==> src/hdl/olc_ram.sv <==
`default_nettype none

module olc_ram #(
    parameter int WIDTH = 32,
    parameter int DEPTH = 32
) (
    input  wire logic                     clk,
    input  wire logic                     we,
    input  wire logic [$clog2(DEPTH)-1:0] waddr,
    input  wire logic [WIDTH-1:0]         wdata,
    input  wire logic                     re,
    input  wire logic [$clog2(DEPTH)-1:0] raddr,
    output logic      [WIDTH-1:0]         rdata
);

    logic [WIDTH-1:0] mem [DEPTH];

    always_ff @(posedge clk)
    begin
        if (we)
        begin
            mem[waddr] <= wdata;
        end
    end

    always_ff @(posedge clk)
    begin
        if (re)
        begin
            rdata <= mem[raddr];
        end
    end

endmodule

`default_nettype wire
==> config.mk <==
export PLATFORM = sky130hd
export DESIGN_NAME = olc_ram
export DESIGN_NICKNAME = d
export VERILOG_FILES = /design/src/hdl/olc_ram.sv
export SDC_FILE = /design/constraint.sdc
export NUM_CORES = 1
export LEC_CHECK = 0
export BUFFER_PORTS_ARGS = -buffer_cell sky130_fd_sc_hd__buf_2
export CORE_UTILIZATION = 50
export DETAILED_ROUTE_END_ITERATION = 8
export GPL_TIMING_DRIVEN = 0
export PLACE_DENSITY_LB_ADDON = 0.15
export SYNTH_ARGS = -nofsm -noshare
export SYNTH_HDL_FRONTEND = slang
export SYNTH_SLANG_ARGS = --single-unit
==> constraint.sdc <==
create_clock -name clk -period 3.5 [get_ports clk]
set_clock_uncertainty 0.1 [all_clocks]
set_input_delay 0.175 -clock clk [delete_from_list [all_inputs] [get_ports clk]]
set_output_delay 0.175 -clock clk [all_outputs]
set_load 0.01 [all_outputs]
==> results.toml <==
[status]
status = "complete, but fails checks"
violations = "DRC"

[logic_synthesis]
syn_nets = 2305
synth_top_family_by_area = "multiplexers"
synth.area.top_cells = "edfxtp_1 78%, mux2i_1 13%, a22oi_1 1.8%"
yosysTopAreaCellShare = 0.7771
yosys_warnings = 0
synth-compound-area-share = 0.04808
synth_edf_count = 1056
muxShareOfSynthArea = 0.1256
synth-seq-area-share = 0.7771
syn_area_um2 = 40810
yosysUniqueCellTypes = 24
synth_common_cells = "1056 x edfxtp_1, 512 x mux2i_1, 98 x nand2_1, 98 x nand3_1"
post-synth-top-count-cell = "edfxtp_1"
syn_area_per_cell_um2 = 18.06
synth_adder_area_share = 0
yosysTopAreaCell = "edfxtp_1"
ys.flop_type = "edfxtp_1"
synth_xor_area_frac = 0
synth_seq_cells = 1056
syn-instance-count = 2260
synthArstFlopShare = 0
yosys.area_share.simple = 0.03075

[routing]
ant_nets = 0
drt-total-wl_um = 98020
num_vias = 21370
routed_via_density = 5.862
drc = 8
drt-initial-drc-count = 1774
first_pass_iters = 7
wl_per_cell_um = 26.89

[placement]
place_hpwl_um = 63760
dp.cells = 3427
gp_congestion = 0.8280
portBuffers = 75

[hold_path]
whs_endpoint = "mem[16][10]"
min_from = "wdata[10]"
worstHoldPathType = "in2reg"
holdPathStages = 1

[worst_setup_path]
crit_required_ns = 3.72
path_class = "in2reg"
reg2reg_to = "rdata[13]"
cp-start-kind = "primary input"
ff2ff_path_depth = 5
worstPathArrival_ns = 2.47
r2r_start = "mem[7][13]"
cp_max_fo = 10
critPathCaptureType = "register"
r2r_slack_ns = 1.44

[cts]
cts_inserted_buffers = 106
clk_pin_slew_worst_paths_ns = 0.06
cts_tree = "yes"
clk_path_buf_depth = 3
cts_num_sinks = 1056
cts-root-buf = "clkbuf_16"
htreeDepth = 3
clk_latency_ns = 0.66

[finish]
num-nets-final = 2547
final_util = 0.5826
multi_input_area_um2 = 8582
final_cells = 3645
fill_cells = 6096
drive_gt1_frac = 0.1398
area_delta_synth_final_pct = 15.18
regArea_um2 = 31710

[grt]
grt_pass1_wl_um = 141700
grt_pass1_vias = 21640
grt-busiest-layer = "met2"
use_met1 = 0.3253
use_met2 = 0.3999
antenna_found_initial = 3
use_met3 = 0.03629
gr-total-overflow = 0
grt_max_degree = 33
grt_use_total = 0.2385

[timing]
relSlewSlack = 0.3049
fmax_mhz = 444.6
rsz0062_at_grt = "no"
min_period_ns = 2.249
slew_violations = 0
finalHoldViolations = 0
final.period_utilization = 0.6426
setup_tns_ns = 0
tightest_slew_ns = 1.043
holdWs_ns = 0.01314
setup_violations = 0

[floorplan]
die_h_um = 287.7
die_area_um2 = 82760
start_util = 0.5058
rows = 104
die_x_um = 287.7
coreArea_um2 = 80680
ios = 77

[power]
p_leak_nw = 16.36
peakVddDrop_uv = 414.1
fin_total_pwr_mw = 26.35
power_density_nw_per_um2 = 560.7

[flow_run]
drv_cap = 0
## cells by family after synthesis
family,Yosys count
flip-flops,1056
AO/OA/AOI/OAI,288
multiplexers,512
buffers and inverters,127
AND/OR/NAND/NOR,277
## power breakdown
| group | total (mW) | leakage, nW | internal [mW] | switching [mW] |
|---|---|---|---|---|
| Sequential | 14.2 | 9.54 | 14.1 | 0.0398 |
| Clock | 10.8 | 1.62 | 6.23 | 4.52 |
| Combinational | 1.44 | 5.20 | 0.462 | 0.983 |
## how the worst max path moves through the flow
stage	start	end	depth (start not counted)
floorplan	waddr[1]	mem[12][0]	3
global placement	waddr[1]	mem[4][17]	4
detailed placement	raddr[1]	rdata[11]	8
CTS	raddr[1]	rdata[11]	8
global route	raddr[1]	rdata[11]	8
finish	raddr[1]	rdata[11]	8
## stage by stage
step           worst slack (ns)  instance area, um^2
5_1_grt                   1.200                47000
3_3_place_gp            -0.8830                42510
3_5_place_dp             0.6095                43440
2_1_floorplan            0.7909                40810
4_1_cts                   1.318                46990
6_report                  1.251                47000
## registers in the layout (all words and copies together) (netlist names)
signal  cells
mem      1024
rdata      32
## critical path: stages
cell,delay [ns]
buf_2,0.11
nor2_1,0.13
buf_2,0.30
clkbuf_1,0.53
a22o_1,0.25
nor3_1,0.06
a31oi_1,0.56
nand3_1,0.34
## layout by cell type (no fill, tap or decap), types with 27 or more instances in the layout
cell	n
a21oi_1	96
a22o_1	64
a22oi_1	96
a31oi_1	32
buf_2	101
buf_4	33
clkbuf_1	65
clkbuf_16	109
clkinv_1	28
dlygate4sd3_1	27
edfxtp_1	1056
mux2i_1	512
nand2_1	98
nand3_1	98
nor2_4	32
nor3_1	32
## timing repair
action                                 in CTS  in global routing
endpoints found under the hold margin     818                  0
hold buffers                               27                  0
resized for setup                           0                  0
setup buffers                               0                  0
## per-layer routing
| layer | up-vias | routed length (um) |
|---|---|---|
| met5 | - | 23 |
| met4 | 4 | 2074 |
| met3 | 131 | 6856 |
| met2 | 725 | 48620 |
| met1 | 11000 | 40450 |
| li1 | 9503 | - |
## layout make-up
type | count | area share
buffer | 127 | 0.01603
multi-input combinational | 1077 | 0.1826
timing repair buffer | 134 | 0.02849
sequential | 1056 | 0.6747
clock buffer | 128 | 0.05955
antenna | 2 | 0.0001065
tap | 1060 | 0.02822
clock inverter | 61 | 0.01030
(Power assumes the default switching activity.)
